$ cat src/hw/rtl/d2u_pkg.sv
`timescale 1ns / 1ps
`default_nettype none

package d2u_pkg;

  // string limits and character codes
  localparam int unsigned MaxDigits = 78;
  localparam int unsigned CountW    = 7;
  localparam logic [7:0]  CharZero  = 8'h30;
  localparam logic [7:0]  CharNine  = 8'h39;

  // value geometry
  localparam int unsigned WordW    = 64;
  localparam int unsigned NumWords = 4;
  localparam int unsigned ValueW   = WordW * NumWords;
  localparam int unsigned WordIdxW = $clog2(NumWords);

  // queue between front and back
  localparam int unsigned FifoDepth = 2;
  localparam int unsigned FifoPtrW  = $clog2(FifoDepth);
  localparam int unsigned FifoCntW  = $clog2(FifoDepth + 1);

  // input transfer
  typedef struct packed {
    logic [7:0] character;
    logic       terminator;
  } in_t;

  // result transfer
  typedef struct packed {
    logic [WordW-1:0] value_word;
    logic             valid_res;
    logic             last_word;
  } out_t;

  // classified item from front to back
  typedef struct packed {
    logic       terminator;
    logic       bad;
    logic [3:0] digit;
  } item_t;

  // finished value from back to output stage
  typedef struct packed {
    logic [ValueW-1:0] value;
    logic              ok;
  } snap_t;

endpackage

`default_nettype wire

$ cat src/hw/rtl/d2u_front.sv
`timescale 1ns / 1ps
`default_nettype none

module d2u_front (
  input  wire logic           clk_i,
  input  wire logic           rst_ni,
  input  wire logic           accept_i,
  input  wire d2u_pkg::in_t   in_i,
  output d2u_pkg::item_t      item_o
);

  logic [d2u_pkg::CountW-1:0] count_q, count_d;
  logic                       lz_q, lz_d;
  logic                       is_digit;
  logic                       too_long;
  logic                       lz_err;
  logic [7:0]                 offset;

  // character classification
  assign offset   = in_i.character - d2u_pkg::CharZero;
  assign is_digit = (in_i.character >= d2u_pkg::CharZero) &&
                    (in_i.character <= d2u_pkg::CharNine);
  assign too_long = count_q >= d2u_pkg::CountW'(d2u_pkg::MaxDigits);
  assign lz_err   = (count_q != '0) && lz_q;

  always_comb begin
    item_o.terminator = in_i.terminator;
    item_o.digit      = offset[3:0];
    if (in_i.terminator) begin
      item_o.bad = (count_q == '0);
    end else begin
      item_o.bad = too_long || lz_err || !is_digit;
    end
  end

  // digit count and leading zero tracking
  always_comb begin
    count_d = count_q;
    lz_d    = lz_q;
    if (accept_i) begin
      if (in_i.terminator) begin
        count_d = '0;
        lz_d    = 1'b0;
      end else if (!too_long) begin
        if ((count_q == '0) && (in_i.character == d2u_pkg::CharZero)) begin
          lz_d = 1'b1;
        end
        count_d = count_q + d2u_pkg::CountW'(1);
      end
    end
  end

  always_ff @(posedge clk_i or negedge rst_ni) begin
    if (!rst_ni) begin
      count_q <= '0;
      lz_q    <= 1'b0;
    end else begin
      count_q <= count_d;
      lz_q    <= lz_d;
    end
  end

endmodule

`default_nettype wire

$ cat src/hw/rtl/d2u_fifo.sv
`timescale 1ns / 1ps
`default_nettype none

module d2u_fifo (
  input  wire logic           clk_i,
  input  wire logic           rst_ni,
  input  wire logic           push_i,
  input  wire d2u_pkg::item_t item_i,
  output logic                full_o,
  input  wire logic           pop_i,
  output d2u_pkg::item_t      item_o,
  output logic                empty_o
);

  d2u_pkg::item_t                mem_q [d2u_pkg::FifoDepth];
  logic [d2u_pkg::FifoPtrW-1:0]  wptr_q, rptr_q;
  logic [d2u_pkg::FifoCntW-1:0]  cnt_q, cnt_d;
  logic                          do_push, do_pop;

  assign full_o  = cnt_q == d2u_pkg::FifoCntW'(d2u_pkg::FifoDepth);
  assign empty_o = cnt_q == '0;
  assign do_push = push_i && !full_o;
  assign do_pop  = pop_i && !empty_o;
  assign item_o  = mem_q[rptr_q];

  // occupancy
  always_comb begin
    cnt_d = cnt_q;
    if (do_push && !do_pop) begin
      cnt_d = cnt_q + d2u_pkg::FifoCntW'(1);
    end else if (do_pop && !do_push) begin
      cnt_d = cnt_q - d2u_pkg::FifoCntW'(1);
    end
  end

  // pointers
  always_ff @(posedge clk_i or negedge rst_ni) begin
    if (!rst_ni) begin
      wptr_q <= '0;
      rptr_q <= '0;
      cnt_q  <= '0;
    end else begin
      cnt_q <= cnt_d;
      if (do_push) begin
        wptr_q <= wptr_q + d2u_pkg::FifoPtrW'(1);
      end
      if (do_pop) begin
        rptr_q <= rptr_q + d2u_pkg::FifoPtrW'(1);
      end
    end
  end

  // storage
  always_ff @(posedge clk_i) begin
    if (do_push) begin
      mem_q[wptr_q] <= item_i;
    end
  end

endmodule

`default_nettype wire

$ cat src/hw/rtl/d2u_back.sv
`timescale 1ns / 1ps
`default_nettype none

module d2u_back (
  input  wire logic           clk_i,
  input  wire logic           rst_ni,
  input  wire logic           avail_i,
  input  wire d2u_pkg::item_t item_i,
  output logic                take_o,
  input  wire logic           snap_ready_i,
  output logic                snap_load_o,
  output d2u_pkg::snap_t      snap_o
);

  logic [d2u_pkg::ValueW-1:0] acc_q, acc_d;
  logic                       err_q, err_d;
  logic [d2u_pkg::ValueW+3:0] sum;

  // a terminator waits for the output stage, a digit never waits
  assign take_o      = avail_i && (!item_i.terminator || snap_ready_i);
  assign snap_load_o = take_o && item_i.terminator;

  // acc*10 + digit as two shifted copies and the digit
  assign sum = {1'b0, acc_q, 3'b000} + {3'b000, acc_q, 1'b0} +
               (d2u_pkg::ValueW+4)'(item_i.digit);

  always_comb begin
    snap_o.ok    = !err_q && !item_i.bad;
    snap_o.value = snap_o.ok ? acc_q : '0;
  end

  // accumulator and sticky error
  always_comb begin
    acc_d = acc_q;
    err_d = err_q;
    if (take_o) begin
      if (item_i.terminator) begin
        acc_d = '0;
        err_d = 1'b0;
      end else if (item_i.bad) begin
        err_d = 1'b1;
      end else if (!err_q) begin
        acc_d = sum[d2u_pkg::ValueW-1:0];
        if (sum[d2u_pkg::ValueW+3:d2u_pkg::ValueW] != 4'd0) begin
          err_d = 1'b1;
        end
      end
    end
  end

  always_ff @(posedge clk_i or negedge rst_ni) begin
    if (!rst_ni) begin
      acc_q <= '0;
      err_q <= 1'b0;
    end else begin
      acc_q <= acc_d;
      err_q <= err_d;
    end
  end

endmodule

`default_nettype wire

$ cat src/hw/rtl/d2u_out.sv
`timescale 1ns / 1ps
`default_nettype none

module d2u_out (
  input  wire logic           clk_i,
  input  wire logic           rst_ni,
  input  wire logic           load_i,
  input  wire d2u_pkg::snap_t snap_i,
  output logic                ready_o,
  input  wire logic           pop_i,
  output logic                empty_o,
  output d2u_pkg::out_t       out_o
);

  logic [d2u_pkg::ValueW-1:0]   words_q;
  logic                         ok_q;
  logic                         busy_q;
  logic [d2u_pkg::WordIdxW-1:0] idx_q;
  logic                         do_pop;
  logic                         last;

  assign last    = idx_q == d2u_pkg::WordIdxW'(d2u_pkg::NumWords - 1);
  assign do_pop  = pop_i && busy_q;
  assign ready_o = !busy_q || (do_pop && last);
  assign empty_o = !busy_q;

  assign out_o.value_word = words_q[d2u_pkg::ValueW-1 -: d2u_pkg::WordW];
  assign out_o.valid_res  = ok_q;
  assign out_o.last_word  = last;

  // group control
  always_ff @(posedge clk_i or negedge rst_ni) begin
    if (!rst_ni) begin
      busy_q <= 1'b0;
      idx_q  <= '0;
    end else begin
      if (load_i) begin
        busy_q <= 1'b1;
        idx_q  <= '0;
      end else if (do_pop) begin
        idx_q <= idx_q + d2u_pkg::WordIdxW'(1);
        if (last) begin
          busy_q <= 1'b0;
        end
      end
    end
  end

  // word shifter, most significant word on the port
  always_ff @(posedge clk_i) begin
    if (load_i) begin
      words_q <= snap_i.value;
      ok_q    <= snap_i.ok;
    end else if (do_pop) begin
      words_q <= {words_q[d2u_pkg::ValueW-d2u_pkg::WordW-1:0],
                  {d2u_pkg::WordW{1'b0}}};
    end
  end

endmodule

`default_nettype wire

$ cat src/hw/rtl/decimal_to_u256_converter.sv
// ASCII decimal string to 256-bit unsigned value.
// Input channel: push_i/full_o carry one character per transfer in in_i;
// in_i.terminator ends the string and in_i.character is then ignored.
// Result channel: empty_o/pop_i; each terminator yields four results,
// value_word most significant 64 bits first, last_word on the fourth.
// valid_res is 1 when the string was a canonical decimal below 2^256
// (non-empty, digits only, no leading zero, at most 78 digits); else the
// words are zero.
// Throughput: one character per cycle while full_o is low, set by the
// 256-bit times-ten adder in the back end. Each string also yields four
// words, one per pop, so strings shorter than three characters run at the
// output rate. The first word of a string can be popped once its
// terminator has passed the front queue and then the snapshot register.
// A two-entry queue decouples the classifier from the accumulator; when
// the receiver stalls, the output stage holds its words, a following
// terminator waits in the queue, and full_o rises once the queue fills.
// Reset clears the digit count, flags, accumulator, queue and output stage.
`timescale 1ns / 1ps
`default_nettype none

module decimal_to_u256_converter (
  input  wire logic          clk_i,
  input  wire logic          rst_ni,
  input  wire logic          push_i,
  output logic               full_o,
  input  wire d2u_pkg::in_t  in_i,
  output logic               empty_o,
  input  wire logic          pop_i,
  output d2u_pkg::out_t      out_o
);

  d2u_pkg::item_t front_item, back_item;
  d2u_pkg::snap_t snap;
  logic           accept;
  logic           fifo_empty;
  logic           take;
  logic           snap_ready;
  logic           snap_load;

  assign accept = push_i && !full_o;

  // front: counting and classification
  d2u_front u_front (
    .clk_i    (clk_i),
    .rst_ni   (rst_ni),
    .accept_i (accept),
    .in_i     (in_i),
    .item_o   (front_item)
  );

  // queue between front and back
  d2u_fifo u_fifo (
    .clk_i   (clk_i),
    .rst_ni  (rst_ni),
    .push_i  (push_i),
    .item_i  (front_item),
    .full_o  (full_o),
    .pop_i   (take),
    .item_o  (back_item),
    .empty_o (fifo_empty)
  );

  // back: accumulator
  d2u_back u_back (
    .clk_i        (clk_i),
    .rst_ni       (rst_ni),
    .avail_i      (!fifo_empty),
    .item_i       (back_item),
    .take_o       (take),
    .snap_ready_i (snap_ready),
    .snap_load_o  (snap_load),
    .snap_o       (snap)
  );

  // result serializer
  d2u_out u_out (
    .clk_i   (clk_i),
    .rst_ni  (rst_ni),
    .load_i  (snap_load),
    .snap_i  (snap),
    .ready_o (snap_ready),
    .pop_i   (pop_i),
    .empty_o (empty_o),
    .out_o   (out_o)
  );

endmodule

`default_nettype wire

$ cat config.mk
export PLATFORM = sky130hd
export DESIGN_NAME = decimal_to_u256_converter
export DESIGN_NICKNAME = d
export VERILOG_FILES = /design/src/hw/rtl/d2u_pkg.sv /design/src/hw/rtl/d2u_front.sv /design/src/hw/rtl/d2u_fifo.sv /design/src/hw/rtl/d2u_back.sv /design/src/hw/rtl/d2u_out.sv /design/src/hw/rtl/decimal_to_u256_converter.sv
export SDC_FILE = /design/constraint.sdc
export NUM_CORES = 2
export LEC_CHECK = 0
export ABC_CLOCK_PERIOD_IN_PS = 12200
export BUFFER_PORTS_ARGS = -buffer_cell sky130_fd_sc_hd__buf_2
export CAP_MARGIN = 25
export CORE_ASPECT_RATIO = 1.4
export CORE_UTILIZATION = 55
export DETAILED_ROUTE_END_ITERATION = 10
export PLACE_DENSITY_LB_ADDON = 0.2
export SYNTH_ARGS = -nofsm -noshare
export SYNTH_HDL_FRONTEND = slang
export SYNTH_SLANG_ARGS = --single-unit
$ cat constraint.sdc
create_clock -name clk_i -period 12.2 [get_ports clk_i]
set_input_delay 1.22 -clock clk_i [delete_from_list [all_inputs] [get_ports clk_i]]
set_output_delay 1.22 -clock clk_i [all_outputs]
set_load 0.02 [all_outputs]
# After elaboration in Yosys (flattened, before gate mapping)
# Memory sizes are Yosys's and may differ from the RTL's.
# Index checks and enable logic that the tools add are counted.
[op_classes]
addsub = 9
multipliers = 0
n_div = 0
order_cmp = 3
eq_ne = 6
n_shift = 0
mux = 25
n_bitwise = 0
reduce_logical = 37
[op_table]
columns = ["operator", "n"]
rows = [
  ["two-way mux 256 bit", 6],
  ["adder 259 x 257 -> 260 bit", 1],
  ["adder 260 x 4 -> 260 bit", 1],
  ["two-way mux 7 bit", 2],
  ["two-way mux 1 bit", 13],
  ["logical AND 1 bit", 12],
  ["zero test 1 bit", 9],
  ["== test 8 x 6 -> 1 bit (second input constant)", 1],
  ["greater-or-equal comparator 8 x 6 -> 1 bit (second input constant)", 1],
  ["less-or-equal comparator 8 x 6 -> 1 bit (second input constant)", 1],
  ["two-way mux 2 bit", 4],
  ["nonzero test 2 bit", 4],
  ["adder 7 x 1 -> 7 bit (second input constant)", 1],
  ["greater-or-equal comparator 7 bit (second input constant)", 1],
  ["zero test 7 bit", 1],
  ["nonzero test 7 bit", 1],
  ["AND reduction 3 bit", 2],
  ["adder 2 x 1 -> 2 bit (second input constant)", 2],
  ["== test 2 bit (second input constant)", 2],
  ["logical OR 1 bit", 4],
  ["!= test 2 x 1 -> 1 bit (second input constant)", 2],
  ["AND reduction 2 bit", 2],
  ["nonzero test 4 bit", 1],
  ["subtractor 4 x 1 -> 4 bit (second input constant)", 1],
  ["4 further kinds", 5],
]
[totals]
ff_bits = 529
latch_bits = 0
ramBits = 12
rom_bits = 0
inputBits = 13
output_inout_bits = 68
wordCells = 92
n_memories = 1
[memory_table]
columns = ["name", "words", "width", "rd", "rd_ports_with_merged_regs", "wr", "line", "rtl"]
rows = [
  ["u_fifo.mem_q", 2, 6, 1, 0, 1, "d2u_fifo.sv:15", "d2u_pkg::item_t mem_q [d2u_pkg::FifoDepth];"],
]

# Longest topological paths before layout
[depth]
depth_word = 9
depth_mapped = 22
depth_no_buf = 20

# Modules after synthesis
# From an unflattened synthesis, not the netlist that was laid out.
[unflattened]
cells_unflattened = 5135
hier_area_um2 = 45748.9
[modules_own_cells]
columns = ["module", "n_inst", "cells_each", "area_each_um2"]
rows = [
  ["d2u_back", 1, 4412, 32795.2],
  ["d2u_out", 1, 624, 11748.8],
  ["d2u_fifo", 1, 38, 639.4],
  ["d2u_front", 1, 59, 548.0],
  ["decimal_to_u256_converter", 1, 2, 17.5],
]

# Worst setup path before layout
# Ideal clock, no wire load.
[synth_path]
path_kind = "in2reg"
start = "input port pop_i"
end = "register u_out.words_q[0] (netlist bit) (enable)"
setup_ns = 1.970
arrival_ns = 6.421
required_time_ns = 10.230
setup_slack_ns = 3.809
cell_stages = 6
path_buffers = 2
cell_sequence = "a21oi_1 > a21oi_1 > nand2_1 > clkbuf_1 > clkbuf_1 > nand2_1"
[synth_between]
elab_chain_cells = 7
[synth_rtl]
columns = ["element", "line", "rtl"]
rows = [
  ["start, declared", "decimal_to_u256_converter.sv:28", "input wire logic pop_i,"],
  ["logical AND 1 bit (*)", "d2u_out.sv:23", "assign do_pop = pop_i && busy_q;"],
  ["logical AND 1 bit", "d2u_out.sv:24", "assign ready_o = !busy_q || (do_pop && last);"],
  ["logical OR 1 bit", "d2u_out.sv:24", ""],
  ["logical OR 1 bit", "d2u_back.sv:20", "assign take_o = avail_i && (!item_i.terminator || snap_ready_i);"],
  ["logical AND 1 bit", "d2u_back.sv:20", ""],
  ["logical AND 1 bit", "d2u_back.sv:21", "assign snap_load_o = take_o && item_i.terminator;"],
  ["nonzero test 2 bit (no line) (*)", "-", ""],
  ["end signal, assigned", "d2u_out.sv:52", "words_q <= snap_i.value;"],
  ["end signal, assigned", "d2u_out.sv:55", "words_q <= {words_q[d2u_pkg::ValueW-d2u_pkg::WordW-1:0],"],
  ["end, declared", "d2u_out.sv:15", "logic [d2u_pkg::ValueW-1:0] words_q;"],
]
# Every way passes the cells marked *; elsewhere a longest branch is shown, timed or not.
# A chain may end at the register's enable or synchronous reset.

# Worst setup path in the final report
[layout_path]
start = "register u_fifo.rptr_q"
end = "register u_back.err_q"
[layout_between]
elab_chain_cells = 7
word_cells_on_any_way = 10
[layout_rtl]
columns = ["element", "line", "rtl"]
rows = [
  ["start, declared", "d2u_fifo.sv:16", "logic [d2u_pkg::FifoPtrW-1:0] wptr_q, rptr_q;"],
  ["start signal, assigned", "d2u_fifo.sv:48", "rptr_q <= rptr_q + d2u_pkg::FifoPtrW'(1);"],
  ["memory (2 x 6 bit) (*)", "-", ""],
  ["adder 260 x 4 -> 260 bit", "d2u_back.sv:24", "assign sum = {1'b0, acc_q, 3'b000} + {3'b000, acc_q, 1'b0} +"],
  ["nonzero test 4 bit", "d2u_back.sv:44", "if (sum[d2u_pkg::ValueW+3:d2u_pkg::ValueW] != 4'd0) begin"],
  ["two-way mux 1 bit", "d2u_back.sv:44", ""],
  ["two-way mux 1 bit", "d2u_back.sv:42", "end else if (!err_q) begin"],
  ["two-way mux 1 bit", "d2u_back.sv:40", "end else if (item_i.bad) begin"],
  ["two-way mux 1 bit", "d2u_back.sv:37", "if (item_i.terminator) begin"],
  ["end signal, assigned", "d2u_back.sv:57", "err_q <= err_d;"],
  ["end, declared", "d2u_back.sv:16", "logic err_q, err_d;"],
]
# Marked as above.

==> metrics.cfg <==
[setup_path]
r2r_slack_ns = 5.13
cp_max_fo = 9
cp.required_ns = 12.75
r2r_start = u_fifo.rptr_q
path_class = flop to flop
critPathLaunch = u_fifo.rptr_q
worstPathArrival_ns = 7.62
critPathCaptureType = flop
cp-start-kind = flop

[grt]
grt_max_degree = 179
antenna_found_initial = 2
grt_pass1_vias = 39900
grt_pass1_wl_um = 242000
gr-total-overflow = 0
track_usage_pct = 40.7

[power_and_ir_drop]
p_total_uw = 11300
ir_drop_uv = 381
p_leak_uw = 0.0208
powerDensity_nw_per_um2 = 248

[finish]
nets = 5562
nFillCells = 7308
utilization_pct = 58.6
area_growth_pct = 5.55
layout-drive-gt1-share_pct = 4.75
fin_area_um2 = 45600
fin_cells = 6125

[sta]
slew_viol_final = 0
worst_pin_slew_ns = 1.09
layout_min_cycle_time_ns = 7.07
maxSlewHeadroom_pct = 27.2
fin_tns_setup_ns = 0
hold_viol = 0
clock_skew_ns = 0.0387
fmax_mhz = 141
rsz0062_at_grt = no
final-setup-viol-count = 0
finalCritPeriodShare_pct = 58.0

[routing]
vias = 39900
wirelength_um = 163000
drt_iter0_drc = 3022
via_per_inst = 6.52
wl_per_cell_um = 26.7
drc = 0
drt_pre_antenna_iters = 6
ant_nets = 0

[clocking]
htreeDepth = 2
numCtsBuffers = 56
clkTransAtPathRegs_ns = 0.07
insertion_delay_ns = 0.67
cts_hold_buf = 0
cts_resized = 0
cts_buffer_depth = 3
cts_tree = yes
cts_setup_buffers = 0
clock-sinks = 541
cts-root-buf = clkbuf_16

[place]
dpl.hpwl_um = 128000
place_congestion = 1.06
placedInstanceArea_um2 = 43700
portBuffers = 80
placed_cells = 6018

[synth]
seq_area_frac_synth_pct = 34.4
syn_nets = 5726
syn_area_per_cell_um2 = 8.32
netlist_instances = 5195
synth_top_area_share_pct = 18.7
synth_edf_count = 269
synth-seq-cells = 541
yosysWarnings = 0
ys.flop_type = dfrtp_1
synth.most_common_cell = nand2_1
syn-cell-area_um2 = 43200
synthArstFlopShare_pct = 50.3
synth.top_cells.by_area = edfxtp_1 19%, dfrtp_1 16%, ha_1 15%
synth.largest_area_cell = edfxtp_1
synth.distinct_cells = 88
synth_common_cells = 998 x nand2_1, 516 x ha_1, 483 x o21ai_0

[die]
die_area_um2 = 79700
start_util_pct = 55.6
fp.dieH_um = 334
rows = 121
core-area_um2 = 77800
pin_count = 81
die_width_um = 239

[job]
cap_viol_max_count = 0

[hold_path]
min_from = u_out.words_q[53]
min_path_type = flop to flop

[outcome]
status = finished, final reports clean

## area by class of cell
| cell class | instances | area [um^2] | area share (%) |
|---|---|---|---|
| Antenna cell | 1 | 2.50 | 0.00548 |
| Clock inverter | 35 | 368 | 0.806 |
| Clock buffer | 71 | 1540 | 3.37 |
| Multi-Input combinational cell | 4243 | 26600 | 58.2 |
| Inverter | 89 | 349 | 0.765 |
| Sequential cell | 541 | 14900 | 32.6 |
| Timing Repair Buffer | 100 | 613 | 1.34 |
| Tap cell | 1045 | 1310 | 2.87 |
## logic make-up after synthesis
| group | synth area share, % |
|---|---|
| buffers and inverters | 4.22 |
| xor gates and xnor gates | 5.19 |
| AOI/OAI and AO/OA | 20.4 |
| and+or+nand+nor | 20.5 |
| muxes | 0.217 |
| adders and majority gates | 15.0 |
| DFF | 34.4 |
## stage by stage
step / worst slack (ns) / hold slack [ns]
4_1_cts: 5.44 / 0.495
2_1_floorplan: 3.81 / 0.458
5_1_grt: 4.95 / 0.504
3_5_place_dp: 5.46 / 0.480
6_report: 5.13 / 0.495
3_3_place_gp: 5.59 / 0.471
## worst max-delay path, cell delays in order (launching register included)
cell and delay, ns:
dfrtp_1 0.58, mux2i_1 0.20, fa_1 0.58, inv_1 0.07, ha_1 0.27, a21oi_1 0.09, nor2_1 0.32, o211ai_1 0.17
o221ai_1 0.34, a41oi_2 0.29, a211oi_1 0.98, o2111ai_1 0.44, a2111oi_1 0.73, o21bai_1 0.41, a2111oi_1 0.44, nor2_1 0.22
o21ai_1 0.24, a221oi_1 0.14, xnor2_1 0.14, o41a_1 0.30
## cells in the final DEF, fill, tap and decap left out, drive strengths merged, types with 18 or more instances in the layout
| cell type | instances |
|---|---|
| a21boi | 20 |
| a21o | 131 |
| a21oi | 459 |
| a31oi | 39 |
| and3 | 82 |
| buf | 99 |
| clkbuf | 71 |
| dfrtp | 272 |
| edfxtp | 269 |
| ha | 516 |
| inv | 97 |
| nand2 | 998 |
| nand3 | 243 |
| nand4 | 141 |
| nor2 | 305 |
| nor2b | 21 |
| nor3 | 75 |
| nor4 | 34 |
| o211ai | 18 |
| o21a | 37 |
| o21ai | 518 |
| o21bai | 73 |
| o31ai | 32 |
| xnor2 | 150 |
| xor2 | 106 |
## flip-flops by register name, summed over array words and instances, names as in the netlist
name / count
u_out.words_q: 256
u_front.lz_q: 1
u_out.idx_q: 2
u_back.err_q: 1
u_back.acc_q: 256
u_fifo.wptr_q: 1
u_out.ok_q: 1
u_fifo.cnt_q: 2
u_front.count_q: 7
u_fifo.mem_q: 12
u_out.busy_q: 1
u_fifo.rptr_q: 1
## final timing paths
| kind | endpoint | depth (start not counted) |
|---|---|---|
| max | u_back.err_q | 19 |
| max reg2reg | u_back.err_q | 19 |
| max in group asynchronous | u_back.acc_q[71] | 2 |
| min in group asynchronous | u_back.acc_q[149] | 1 |
| min | u_out.words_q[117] | 2 |
| min reg2reg | u_out.words_q[117] | 2 |
## where the power goes
group	internal [uW]	switching, uW
registers	2950	809
logic	1710	4040
clock network	993	822
## layer usage
layer  routed length [um]  global-route usage, %
met3                 9140                   6.31
met5                   13                      0
met2                81000                   71.6
met4                19000                   39.9
met1                54200                   40.0
Note: power is estimated with default switching activity, not from simulation.
